### src/lif_ram.sv
module lif_ram #(
   parameter int WIDTH = 64,
   parameter int DEPTH = 32
) (
   input  logic                                   clock,
   input  logic                                   we,
   input  logic [(DEPTH > 1 ? $clog2(DEPTH) : 1)-1:0] waddr,
   input  logic [WIDTH-1:0]                       wdata,
   input  logic                                   re,
   input  logic [(DEPTH > 1 ? $clog2(DEPTH) : 1)-1:0] raddr,
   output logic [WIDTH-1:0]                       rdata
);

   logic [WIDTH-1:0] mem_ff [DEPTH];
   logic [WIDTH-1:0] rdata_ff;

   always_ff @(posedge clock) begin
      if (we) begin
         mem_ff[waddr] <= wdata;
      end
      if (re) begin
         rdata_ff <= mem_ff[raddr];
      end
   end

   assign rdata = rdata_ff;

endmodule

### config.mk
export PLATFORM = sky130hd
export DESIGN_NAME = lif_ram
export DESIGN_NICKNAME = d
export VERILOG_FILES = /design/src/lif_ram.sv
export SDC_FILE = /design/constraint.sdc
export NUM_CORES = 2
export LEC_CHECK = 0
export BUFFER_PORTS_ARGS = -buffer_cell sky130_fd_sc_hd__clkbuf_2
export CAP_MARGIN = 0
export CORE_MARGIN = 3
export CORE_UTILIZATION = 40
export CTS_BUF_LIST = sky130_fd_sc_hd__clkbuf_2
export DETAILED_ROUTE_END_ITERATION = 10
export RECOVER_POWER = 25
export SYNTH_ARGS = -nofsm -noshare
export SYNTH_HDL_FRONTEND = slang
export SYNTH_SLANG_ARGS = --single-unit
### constraint.sdc
create_clock -name clock -period 9.3 [get_ports clock]
set_input_delay 0.93 -clock clock [delete_from_list [all_inputs] [get_ports clock]]
set_output_delay 0.93 -clock clock [all_outputs]
set_load 0.05 [all_outputs]
==> impl_metrics.csv <==
group,metric,value,unit
clocking,clk_path_buf_depth,4,
status,run_status,"complete, but fails checks",
floorplan,row_count,163,
routing,drt_iter0_drc,3727,
critical_path,critPathKind,"in -> reg",
synthesis,ys.flop_type,"edfxtp_1",
synthesis,synthTopCellsByArea,"edfxtp_1 (80%), mux4_2 (17%), mux2_2 (1.0%)",
clocking,cts_tree,"built",
critical_path,path_cells,"dlygate4sd3_1 -> clkbuf_2 -> or3b_2 -> dlygate4sd3_1 -> nor2_4 -> buf_4 -> buf_4",
synthesis,yosysTopAreaCellShare,79.7,%
critical_path,crit_path_end_kind,"flop",
timing,fin_skew,0.108,ns
timing,fmax,275,MHz
status,violations,"capacitance limit, slew limit",
power,powerDensity,197,nW/µm²
global_routing,grt_max_degree,136,
clocking,cts_sinks,2112,
finish,final_common_cell,"edfxtp_1",
hold_path,hold-path-cell-count,3,
synthesis,synthXorXnorAreaFrac,0,%
critical_path,reg2reg_slack,6.87,ns
synthesis,ys_ff_latch,2112,
synthesis,yosysUniqueCellTypes,30,
power,p_leak,28.3,nW
power,ir_drop,0.143,mV
synthesis,synthMuxAreaShare,18.6,%
global_routing,top_usage_layer,"met2",
finish,utilization,45.0,%
critical_path,crit_fanout,27,
floorplan,dieHeight,452,µm
global_routing,grt.overflow.total,0,
global_routing,grt_pass1_wl,282000,µm
routing,ant_nets,0,
critical_path,ff2ff_path_depth,4,
routing,totalWireLength,197000,µm
routing,wl_per_cell,29.1,µm
finish,fin_cells,6758,
synthesis,synth_edf_count,2112,
critical_path,cp.depth,7,
timing,rsz0062_at_grt,"false",
routing,vias,37200,
placed_design,post-dp-hpwl,95300,µm
global_routing,antenna_found_initial,12,
synthesis,yosysWarnings,0,
routing,drt_pre_antenna_iters,5,
hold_path,hp-class,"in -> reg",
timing,finalSetupTns,0,ns
synthesis,synthCells,3097,
floorplan,core_area,198000,µm²
timing,relSlewSlack,-0.164,%
synthesis,synth-compound-area-share,0.462,%
critical_path,crit_family,"buffers and inverters",
finish,drive_above_1_share,41.1,%
timing,whs,0.321,ns
timing,setup_viol,0,
floorplan,io_pins,141,
synthesis,yosysTopAreaCell,"edfxtp_1",
placed_design,placement.io_buffers,140,
synthesis,ys_seq_area_share,79.7,%
finish,final_cell_mix,"edfxtp_1 (2112), clkbuf_2 (859), mux4_2 (602)",
global_routing,grt_util_met3,4.38,%
timing,fin_crit,3.64,ns
clocking,hold_buffers,79,
global_routing,grt_pass1_vias,39100,
floorplan,initial_utilization,40.3,%
critical_path,critPathSlowestCell,"dlygate4sd3_1",
routing,drc,0,
clocking,root_buffer,"clkbuf_2",
critical_path,cpPeakStageDelay,0.70,ns
floorplan,die_area,204000,µm²
critical_path,required,10.52,ns
timing,finalMaxSlewViolations,1,
synthesis,syn_area,79600,µm²
placed_design,globalplace.congestion,0.709,
critical_path,path_buf_inv,5,
job,maxCapViolCount,1,
global_routing,grtUsageMet2,31.3,%
clocking,cts_buffers,537,
clocking,clock_latency,1.64,ns
clocking,path_clk_slew,0.11,ns
global_routing,grt_use_met1,26.5,%
synthesis,synthArstFlopShare,0,%
global_routing,grt_usage,19.3,%
critical_path,critPathArrivalTime,4.86,ns
critical_path,critPathLaunchType,"input port",
synthesis,synthSimpleGateAreaFrac,0.376,%
timing,finalCritPeriodShare,39.2,%
synthesis,synth_top_family_by_area,"multiplexers",
finish,synthToLayoutAreaGrowth,11.7,%
synthesis,synthAdderAreaFrac,0,%
routing,viasPerCell,5.51,
placed_design,dpl.cell_count,5803,
timing,finalHoldViolCount,0,
floorplan,die_w,452,µm
synthesis,avgSynthCellArea,25.7,µm²
clocking,cts_setup_buffers,0,
synthesis,syn-num-nets,3174,
finish,fin_nets,3858,
clocking,h-tree-depth,6,
timing,worst_pin_slew,1.50,ns
clocking,post_cts_resized,0,
==> cell families after synthesis <==
kind of cell	Yosys count
muxes	714
DFF	2112
buffers and inverters	157
AOI/OAI and AO/OA	50
and+or+nand+nor	64
==> worst min-delay path: cells and delay by family <==
| kind | cells | cell delay, ns |
|---|---|---|
| buf+inv | 1 | 0.12 |
| simple gates | 2 | 0.73 |
==> cells in the mapped netlist, types with 2 or more instances <==
master     count
o211ai_1       3
buf_6          3
or3b_2         2
o2bb2ai_1      3
edfxtp_1    2112
nand3_1        2
buf_4         14
mux4_2       602
nor2b_1        4
a22oi_1        3
buf_1         19
and2_1         3
a221oi_1      12
nor2_1        41
o22ai_1       10
o31a_1         3
nand3b_1       5
mux2i_1       38
o21ai_0        9
a211oi_1       3
o221ai_1       3
nand2_1        3
nand2b_1       2
clkbuf_1      55
buf_2         65
mux2_2        74
==> report_power, final <==
group          switching [W]  internal (W)
sequential         0.0000442        0.0106
clock                0.00357       0.00230
combinational       0.000609      0.000402
==> registers in the layout, summed over array words and instances (netlist names) <==
register,flops
rdata,64
mem_ff,2048
==> path summary, 6_finish.rpt <==
| check | endpoint | startpoint |
|---|---|---|
| max | mem_ff[18][38]$_DFFE_PP_ | waddr[3] |
| min | mem_ff[0][11]$_DFFE_PP_ | we |
| max reg2reg | rdata[8]$_DFFE_PP_ | mem_ff[26][8]$_DFFE_PP_ |
| min reg2reg | rdata[25]$_DFFE_PP_ | mem_ff[20][25]$_DFFE_PP_ |
==> layout make-up <==
| cell class | count | area, µm² |
|---|---|---|
| fill | 16700 | 109000 |
| sequential | 2112 | 63400 |
| multi-input combinational | 828 | 15700 |
| clock buffer | 775 | 3880 |
| tap | 2640 | 3300 |
| timing repair buffer | 301 | 2180 |
| clock inverter | 90 | 459 |
| antenna | 11 | 27.5 |
| inverter | 1 | 3.75 |
==> through the flow <==
step / worst slack (ns) / total power, W / area (µm²)
after floorplan: 4.55 / 0.0115 / 79600
after global placement: 4.96 / 0.0119 / 83900
after detailed placement: 4.93 / 0.0119 / 83900
after CTS: 5.45 / 0.0178 / 89000
after global routing: 5.49 / 0.0184 / 88900
final: 5.66 / 0.0175 / 88900
==> routing by layer <==
layer | vias up | routed length, µm
li1 | 15200 | -
met1 | 20100 | 81600
met2 | 1592 | 97600
met3 | 297 | 14300
met4 | 4 | 3370
met5 | - | 21
No activity file was read; power rests on OpenSTA's default activity.
