### src/lif_pkg.sv
package lif_pkg;

   localparam int IDX_W       = 5;
   localparam int DATA_W      = 32;
   localparam int K_W         = 16;
   localparam int PROD_W      = DATA_W + K_W;
   localparam int CSR_IDX_W   = 2;
   localparam int REQ_W       = 40;
   localparam int RSP_W       = 72;
   localparam int PIPE_STAGES = 5;

   localparam int NEURON_COUNT_DEF = 32;

   // register indexes on the csr port
   localparam logic [CSR_IDX_W-1:0] REG_VOLTAGE_DECAY = 2'd0;
   localparam logic [CSR_IDX_W-1:0] REG_PSP_GAIN      = 2'd1;
   localparam logic [CSR_IDX_W-1:0] REG_PSP_DECAY     = 2'd2;
   localparam logic [CSR_IDX_W-1:0] REG_RESET_VOLTAGE = 2'd3;

   localparam logic signed [K_W-1:0]    VOLTAGE_DECAY_RST = -16'sd652;
   localparam logic signed [K_W-1:0]    PSP_GAIN_RST      = 16'sd16384;
   localparam logic signed [K_W-1:0]    PSP_DECAY_RST     = -16'sd3196;
   localparam logic signed [DATA_W-1:0] RESET_VOLTAGE_RST = -32'sd1686367527;

   localparam logic [DATA_W-1:0] PSP_RST          = 32'h0000_0000;
   localparam logic [DATA_W-1:0] VOLT_RST         = 32'hFFFF_FFFF;
   localparam logic [DATA_W:0]   DRIFT            = 33'h0100_0000;
   localparam logic [DATA_W-1:0] REFRACTORY_TICKS = 32'd20;

   typedef struct packed {
      logic signed [K_W-1:0]    voltage_decay;
      logic signed [K_W-1:0]    psp_gain;
      logic signed [K_W-1:0]    psp_decay;
      logic signed [DATA_W-1:0] reset_voltage;
   } cfg_type;

   // what the hazard check sees of one stage
   typedef struct packed {
      logic             valid;
      logic [IDX_W-1:0] idx;
   } stage_tag_type;

   typedef struct packed {
      logic              en;
      logic [IDX_W-1:0]  idx;
      logic [DATA_W-1:0] psp;
      logic [DATA_W-1:0] volt;
   } wb_type;

endpackage

### src/lif_pipe.sv
module lif_pipe (
   input  logic                                    clock,
   input  logic                                    reset,
   input  lif_pkg::cfg_type                        cfg,
   input  logic                                    in_valid,
   input  logic [lif_pkg::IDX_W-1:0]               in_idx,
   input  logic                                    in_bank,
   input  logic [lif_pkg::DATA_W-1:0]              in_cur,
   output logic                                    in_ready,
   input  logic [lif_pkg::DATA_W-1:0]              old_psp,
   input  logic [lif_pkg::DATA_W-1:0]              old_volt,
   output lif_pkg::stage_tag_type [lif_pkg::PIPE_STAGES-1:0] tags,
   output lif_pkg::wb_type                         wb,
   output logic                                    rsp_valid,
   input  logic                                    rsp_ready,
   output logic [lif_pkg::IDX_W-1:0]               rsp_idx,
   output logic                                    rsp_spiked,
   output logic [lif_pkg::DATA_W-1:0]              rsp_psp,
   output logic [lif_pkg::DATA_W-1:0]              rsp_volt
);

   localparam int DW = lif_pkg::DATA_W;
   localparam int IW = lif_pkg::IDX_W;
   localparam int PW = lif_pkg::PROD_W;
   localparam int KW = lif_pkg::K_W;

   logic ld1, ld2, ld3, ld4, ld5, ld_out;

   // stage 1: index, current; stored state arrives from the ram
   logic          vld1_ff;
   logic [IW-1:0] idx1_ff;
   logic          bank1_ff;
   logic [DW-1:0] cur1_ff;

   // stage 2: s = input + psp
   logic          vld2_ff;
   logic [IW-1:0] idx2_ff;
   logic          bank2_ff;
   logic [DW-1:0] sum2_ff, sum2_in;
   logic [DW-1:0] volt2_ff;

   // stage 3: decay products
   logic          vld3_ff;
   logic [IW-1:0] idx3_ff;
   logic          bank3_ff;
   logic [DW-1:0] sum3_ff;
   logic [DW-1:0] volt3_ff;
   logic [DW-1:0] pdec3_ff, pdec3_in;
   logic [DW-1:0] vdec3_ff, vdec3_in;
   logic signed [PW-1:0] pdec_prod, vdec_prod;

   // stage 4: new psp, leaked voltage
   logic          vld4_ff;
   logic [IW-1:0] idx4_ff;
   logic          bank4_ff;
   logic [DW-1:0] psp4_ff, psp4_in;
   logic [DW-1:0] volt4_ff;
   logic [DW-1:0] vlin4_ff, vlin4_in;

   // stage 5: gain product
   logic          vld5_ff;
   logic [IW-1:0] idx5_ff;
   logic          bank5_ff;
   logic [DW-1:0] psp5_ff;
   logic [DW-1:0] volt5_ff;
   logic [DW-1:0] vlin5_ff;
   logic [DW-1:0] gain5_ff, gain5_in;
   logic signed [PW-1:0] gain_prod;

   // output register
   logic          rsp_vld_ff;
   logic [IW-1:0] rsp_idx_ff;
   logic          rsp_spk_ff, rsp_spk_in;
   logic [DW-1:0] rsp_psp_ff, rsp_psp_in;
   logic [DW-1:0] rsp_volt_ff, rsp_volt_in;

   logic [DW-1:0] vn;
   logic [DW:0]   drifted;
   logic          spike;
   logic [DW-1:0] nv;

   // a stage takes new content when empty or when it empties this cycle
   assign ld_out   = !rsp_vld_ff || rsp_ready;
   assign ld5      = !vld5_ff || ld_out;
   assign ld4      = !vld4_ff || ld5;
   assign ld3      = !vld3_ff || ld4;
   assign ld2      = !vld2_ff || ld3;
   assign ld1      = !vld1_ff || ld2;
   assign in_ready = ld1;

   assign sum2_in   = cur1_ff + old_psp;
   assign pdec_prod = $signed(sum2_ff) * cfg.psp_decay;
   assign vdec_prod = $signed(volt2_ff) * cfg.voltage_decay;
   assign pdec3_in  = pdec_prod[PW-1:KW];
   assign vdec3_in  = vdec_prod[PW-1:KW];
   assign psp4_in   = sum3_ff + pdec3_ff;
   assign vlin4_in  = volt3_ff + vdec3_ff;
   assign gain_prod = $signed(psp4_ff) * cfg.psp_gain;
   assign gain5_in  = gain_prod[PW-1:KW];

   // mode decision on the old voltage
   assign vn      = vlin5_ff + gain5_ff;
   assign drifted = {vn[DW-1], vn} - lif_pkg::DRIFT;
   assign spike   = volt5_ff[DW-1] && !drifted[DW];

   always_comb begin
      if (volt5_ff[DW-1]) begin
         nv = spike ? lif_pkg::REFRACTORY_TICKS : drifted[DW-1:0];
      end else if (volt5_ff == '0) begin
         nv = cfg.reset_voltage;
      end else begin
         nv = volt5_ff - DW'(1);
      end
   end

   // outside the bank: echo index, zero payload
   assign rsp_spk_in  = bank5_ff && spike;
   assign rsp_psp_in  = bank5_ff ? psp5_ff : '0;
   assign rsp_volt_in = bank5_ff ? nv : '0;

   always_ff @(posedge clock) begin
      if (reset) begin
         vld1_ff    <= 1'b0;
         vld2_ff    <= 1'b0;
         vld3_ff    <= 1'b0;
         vld4_ff    <= 1'b0;
         vld5_ff    <= 1'b0;
         rsp_vld_ff <= 1'b0;
      end else begin
         if (ld1) vld1_ff <= in_valid;
         if (ld2) vld2_ff <= vld1_ff;
         if (ld3) vld3_ff <= vld2_ff;
         if (ld4) vld4_ff <= vld3_ff;
         if (ld5) vld5_ff <= vld4_ff;
         if (ld_out) rsp_vld_ff <= vld5_ff;
      end
   end

   always_ff @(posedge clock) begin
      if (ld1) begin
         idx1_ff  <= in_idx;
         bank1_ff <= in_bank;
         cur1_ff  <= in_cur;
      end
      if (ld2) begin
         idx2_ff  <= idx1_ff;
         bank2_ff <= bank1_ff;
         sum2_ff  <= sum2_in;
         volt2_ff <= old_volt;
      end
      if (ld3) begin
         idx3_ff  <= idx2_ff;
         bank3_ff <= bank2_ff;
         sum3_ff  <= sum2_ff;
         volt3_ff <= volt2_ff;
         pdec3_ff <= pdec3_in;
         vdec3_ff <= vdec3_in;
      end
      if (ld4) begin
         idx4_ff  <= idx3_ff;
         bank4_ff <= bank3_ff;
         psp4_ff  <= psp4_in;
         volt4_ff <= volt3_ff;
         vlin4_ff <= vlin4_in;
      end
      if (ld5) begin
         idx5_ff  <= idx4_ff;
         bank5_ff <= bank4_ff;
         psp5_ff  <= psp4_ff;
         volt5_ff <= volt4_ff;
         vlin5_ff <= vlin4_ff;
         gain5_ff <= gain5_in;
      end
      if (ld_out) begin
         rsp_idx_ff  <= idx5_ff;
         rsp_spk_ff  <= rsp_spk_in;
         rsp_psp_ff  <= rsp_psp_in;
         rsp_volt_ff <= rsp_volt_in;
      end
   end

   assign tags[0] = '{valid: vld1_ff, idx: idx1_ff};
   assign tags[1] = '{valid: vld2_ff, idx: idx2_ff};
   assign tags[2] = '{valid: vld3_ff, idx: idx3_ff};
   assign tags[3] = '{valid: vld4_ff, idx: idx4_ff};
   assign tags[4] = '{valid: vld5_ff, idx: idx5_ff};

   // state is written as the item leaves for the output register
   assign wb.en   = vld5_ff && ld_out && bank5_ff;
   assign wb.idx  = idx5_ff;
   assign wb.psp  = psp5_ff;
   assign wb.volt = nv;

   assign rsp_valid  = rsp_vld_ff;
   assign rsp_idx    = rsp_idx_ff;
   assign rsp_spiked = rsp_spk_ff;
   assign rsp_psp    = rsp_psp_ff;
   assign rsp_volt   = rsp_volt_ff;

endmodule

### config.mk
export PLATFORM = sky130hd
export DESIGN_NAME = lif_pipe
export DESIGN_NICKNAME = d
export VERILOG_FILES = /design/src/lif_pkg.sv /design/src/lif_pipe.sv
export SDC_FILE = /design/constraint.sdc
export NUM_CORES = 2
export LEC_CHECK = 0
export ABC_AREA = 0
export BUFFER_PORTS_ARGS = -buffer_cell sky130_fd_sc_hd__buf_2
export CAP_MARGIN = 10
export CORE_MARGIN = 1
export CORE_UTILIZATION = 40
export DETAILED_ROUTE_END_ITERATION = 6
export GPL_TIMING_DRIVEN = 0
export PLACE_DENSITY = 0.6
export REMOVE_ABC_BUFFERS = 1
export SYNTH_ARGS = -nofsm -noshare
export SYNTH_HDL_FRONTEND = slang
export SYNTH_SLANG_ARGS = --single-unit
### constraint.sdc
create_clock -name clock -period 8.52 [get_ports clock]
set_input_delay 1.278 -clock clock [delete_from_list [all_inputs] [get_ports clock]]
set_output_delay 1.278 -clock clock [all_outputs]
set_load 0.01 [all_outputs]
==> impl_metrics.csv <==
group,metric,value,unit
run_status,status,"complete, but fails checks",
run_status,violations,"DRC",
floorplanning,start_util,0.4039,
sta,final.setup.tns,0,ns
global_route,grt_start_max_net_pins,96,
global_route,grt_usage,0.2155,
min_path,hold_start,"volt4_ff[22]",
setup_path,cp.required,8.93,ns
sta,rsz0062_at_grt,"false",
logic_synthesis,ys_ff_latch,554,
route,vias,52106,
setup_path,path_class,"input port to flip-flop",
sta,worst_pin_slew,1.163,ns
setup_path,r2r_setup_slack,0.35,ns
logic_synthesis,synth_edf_count,548,
floorplanning,fp.dieH,437.9,um
logic_synthesis,syn-instance-count,7524,
cts,cts_tree,"built",
logic_synthesis,ys.flop_type,"edfxtp_1",
sta,finalSetupViolCount,0,
logic_synthesis,synth_area,76020,sq um
layout,drive_above_1_share,0.06961,
sta,hold_viol,0,
floorplanning,die_area,191800,sq um
floorplanning,rows,159,
setup_path,arrival,8.65,ns
job,maxCapViolCount,0,
place,placed_cells,10106,
setup_path,startpoint_type,"input port",
cts,clock_path_buffers,3,
min_path,hp-class,"flip-flop to flip-flop",
floorplanning,core_area,188200,sq um
route,drt_iter0_drc,2947,
setup_path,cp_max_fo,32,
cts,path_clk_slew,0.06,ns
setup_path,worstSetupEndpointType,"flip-flop",
global_route,grt_overflow,0,
global_route,grt_pass1_vias,56122,
setup_path,worstReg2RegStart,"volt2_ff[6]",
logic_synthesis,synth_cell_types,90,
layout,stdcell_count,10249,
route,drc,36,
sta,drv_slew,0,
layout,final_nets,9794,
route,via_per_inst,5.084,
setup_path,r2r-end,"vdec3_ff[31]",
cts,clock_sink_count,554,
cts,cts_buffers,71,
logic_synthesis,synth_area_per_cell,10.10,sq um
logic_synthesis,yosysSeqAreaShare,0.2181,
route,dr.pass1.iters,7,
min_path,holdPathEnd,"volt5_ff[22]",
cts,clk-insertion-delay-late,0.73,ns
floorplanning,boundaryPins,358,
cts,cts-root-buf,"clkbuf_16",
route,wl_per_cell,19.68,um
sta,fmax,121.3,MHz
sta,slew_headroom,0.2245,
cts,cts_hold_buf,0,
place,hpwlAfterDp,152100,um
cts,h-tree-depth,3,
route,wl,201700,um
place,io_buffer_count,357,
setup_path,reg2regPathDepth,22,
global_route,grt_pass1_wl,319100,um
sta,period_share,0.9678,
logic_synthesis,synth-async-reset-ratio,0,
sta,skew,0.05230,ns
route,ant_nets,0,
min_path,min_path_cells,0,
global_route,antenna_found_initial,9,
floorplanning,fp.dieW,437.9,um
layout,area_growth,8.770,%
place,gp_congestion,0.8910,
logic_synthesis,yosys_warnings,0,
sta,min_period,8.246,ns
[how the worst max path moves through the flow]
stage | slack, ns | to | startpoint
3_5_place_dp | -0.76 | gain5_ff[30] | cfg[63]
2_1_floorplan | 1.11 | gain5_ff[30] | cfg[63]
6_report | 0.27 | vdec3_ff[31] | cfg[76]
3_3_place_gp | -0.72 | gain5_ff[30] | cfg[63]
4_1_cts | 0.01 | gain5_ff[30] | cfg[63]
5_1_grt | 0.03 | vdec3_ff[31] | cfg[73]
[through the flow]
stage                     hold WS [ns]  utilization  area [sq um]  setup WS [ns]
after floorplan                 0.4003            -         74880          1.113
after global routing            0.3793       0.4393         82680        0.02960
after global placement          0.4005       0.4240         79790        -0.7181
final                           0.3717       0.4393         82680         0.2742
after detailed placement        0.4045       0.4256         80090        -0.7603
after CTS                       0.3703       0.4386         82540        0.01068
[layer usage]
metal	track usage	routed length, um	up-vias
li1	-	-	23279
met4	0.06846	6442	4
met3	0.03699	13750	325
met1	0.2922	86490	26754
met5	0	22	-
met2	0.3512	94960	1744
[area by class of cell]
| class | count | area, sq um |
|---|---|---|
| diodes | 11 | 27.53 |
| clock buffers | 80 | 1810 |
| clock inverters | 47 | 639.4 |
| fillers | 18067 | 105500 |
| inverters | 1706 | 6415 |
| multi-input cells | 4983 | 51940 |
| flip-flops and latches | 554 | 16580 |
| well taps | 2495 | 3122 |
| repair buffers | 372 | 2145 |
| repair inverters | 1 | 5.005 |
[critical path, cell delays in order]
cell	delay [ns]
buf_2	0.65
nand2_1	0.17
fa_1	0.54
inv_1	0.06
fa_1	0.60
fa_1	0.46
fa_1	0.48
fa_1	0.51
inv_1	0.05
fa_1	0.48
inv_1	0.04
ha_1	0.32
a21o_1	0.21
a311oi_1	0.48
o211ai_1	0.17
o21ba_2	0.41
nor2_1	0.13
a311oi_2	0.42
o221ai_1	0.29
nor4_1	0.23
nor3_1	0.15
a221oi_1	0.36
xnor2_1	0.13
[state kept, by name, summed over array words and instances (netlist names), 32 cells and up]
signal    count
pdec3_ff     32
volt5_ff     32
sum2_ff      32
volt2_ff     32
rsp_volt     32
psp5_ff      32
psp4_ff      32
gain5_ff     32
vlin5_ff     32
cur1_ff      32
rsp_psp      32
vlin4_ff     32
vdec3_ff     32
sum3_ff      32
volt4_ff     32
volt3_ff     32
[repair_timing]
action	in CTS	in global routing
buffers inserted	0	3
endpoints found under the setup margin	0	19
endpoints found under the hold margin	0	0
resized for setup	0	19
[cell usage in the layout, fill, tap and decap left out, types with 17 or more instances in the layout]
cell type / n
inv_1: 1701
nand2b_1: 42
buf_2: 342
xor2_1: 67
nand4_1: 25
nor4_1: 17
a21oi_1: 186
o22ai_1: 26
a21o_1: 105
xnor2_1: 177
and3_1: 24
a211oi_1: 29
nor2b_1: 31
edfxtp_1: 548
nor3_1: 45
o21a_1: 45
o21ai_0: 124
nand2_1: 946
o21bai_1: 19
nand3_1: 49
nor2_1: 253
clkbuf_16: 71
and2_1: 660
ha_1: 460
fa_1: 1459
[synthesized netlist by cell type (5+ instances only)]
library cell	n	area (sq um)
a21boi_0	6	45.04
nand3_1	50	250.2
nand2b_1	42	262.8
dfxtp_1	6	120.1
nand4_1	25	156.4
xnor2_1	177	1550
inv_1	1703	6392
and3_1	24	150.1
o41ai_1	5	43.79
nor3_1	45	225.2
o21bai_1	19	142.6
buf_4	16	120.1
and2_1	660	4129
edfxtp_1	548	16460
o211ai_1	12	90.09
xor2_1	67	586.8
fa_1	1459	29210
or4_1	5	37.54
o22a_1	5	43.79
a211o_1	7	61.31
o31ai_1	11	82.58
a2111oi_0	5	43.79
nor2b_1	31	193.9
or2_2	11	68.82
buf_1	5	18.77
nand3b_1	6	45.04
nor4_1	17	106.4
nand2_1	948	3558
a21o_1	105	788.3
o21a_1	45	337.8
o22ai_1	26	162.7
a211oi_1	29	217.7
ha_1	460	5756
o21ai_0	124	620.6
nor2_1	253	949.7
a221oi_1	7	61.31
or3_1	11	68.82
a31oi_1	13	81.33
clkbuf_1	256	960.9
nor3b_1	5	37.54
a21oi_1	186	930.9
[cell families after synthesis]
family                     count (synthesis)  synth area share
AOI/OAI and AO/OA                        666           0.05725
xor gates and xnor gates                 244           0.02811
adders and majority gates               1919            0.4599
buffers and inverters                   1987           0.09922
DFF                                      554            0.2181
muxes                                      2         0.0002634
and+or+nand+nor                         2152            0.1372
Power is left out: the tool's default activity adds up to more than one toggle a clock period on the data nets, which glitch-free logic cannot reach.
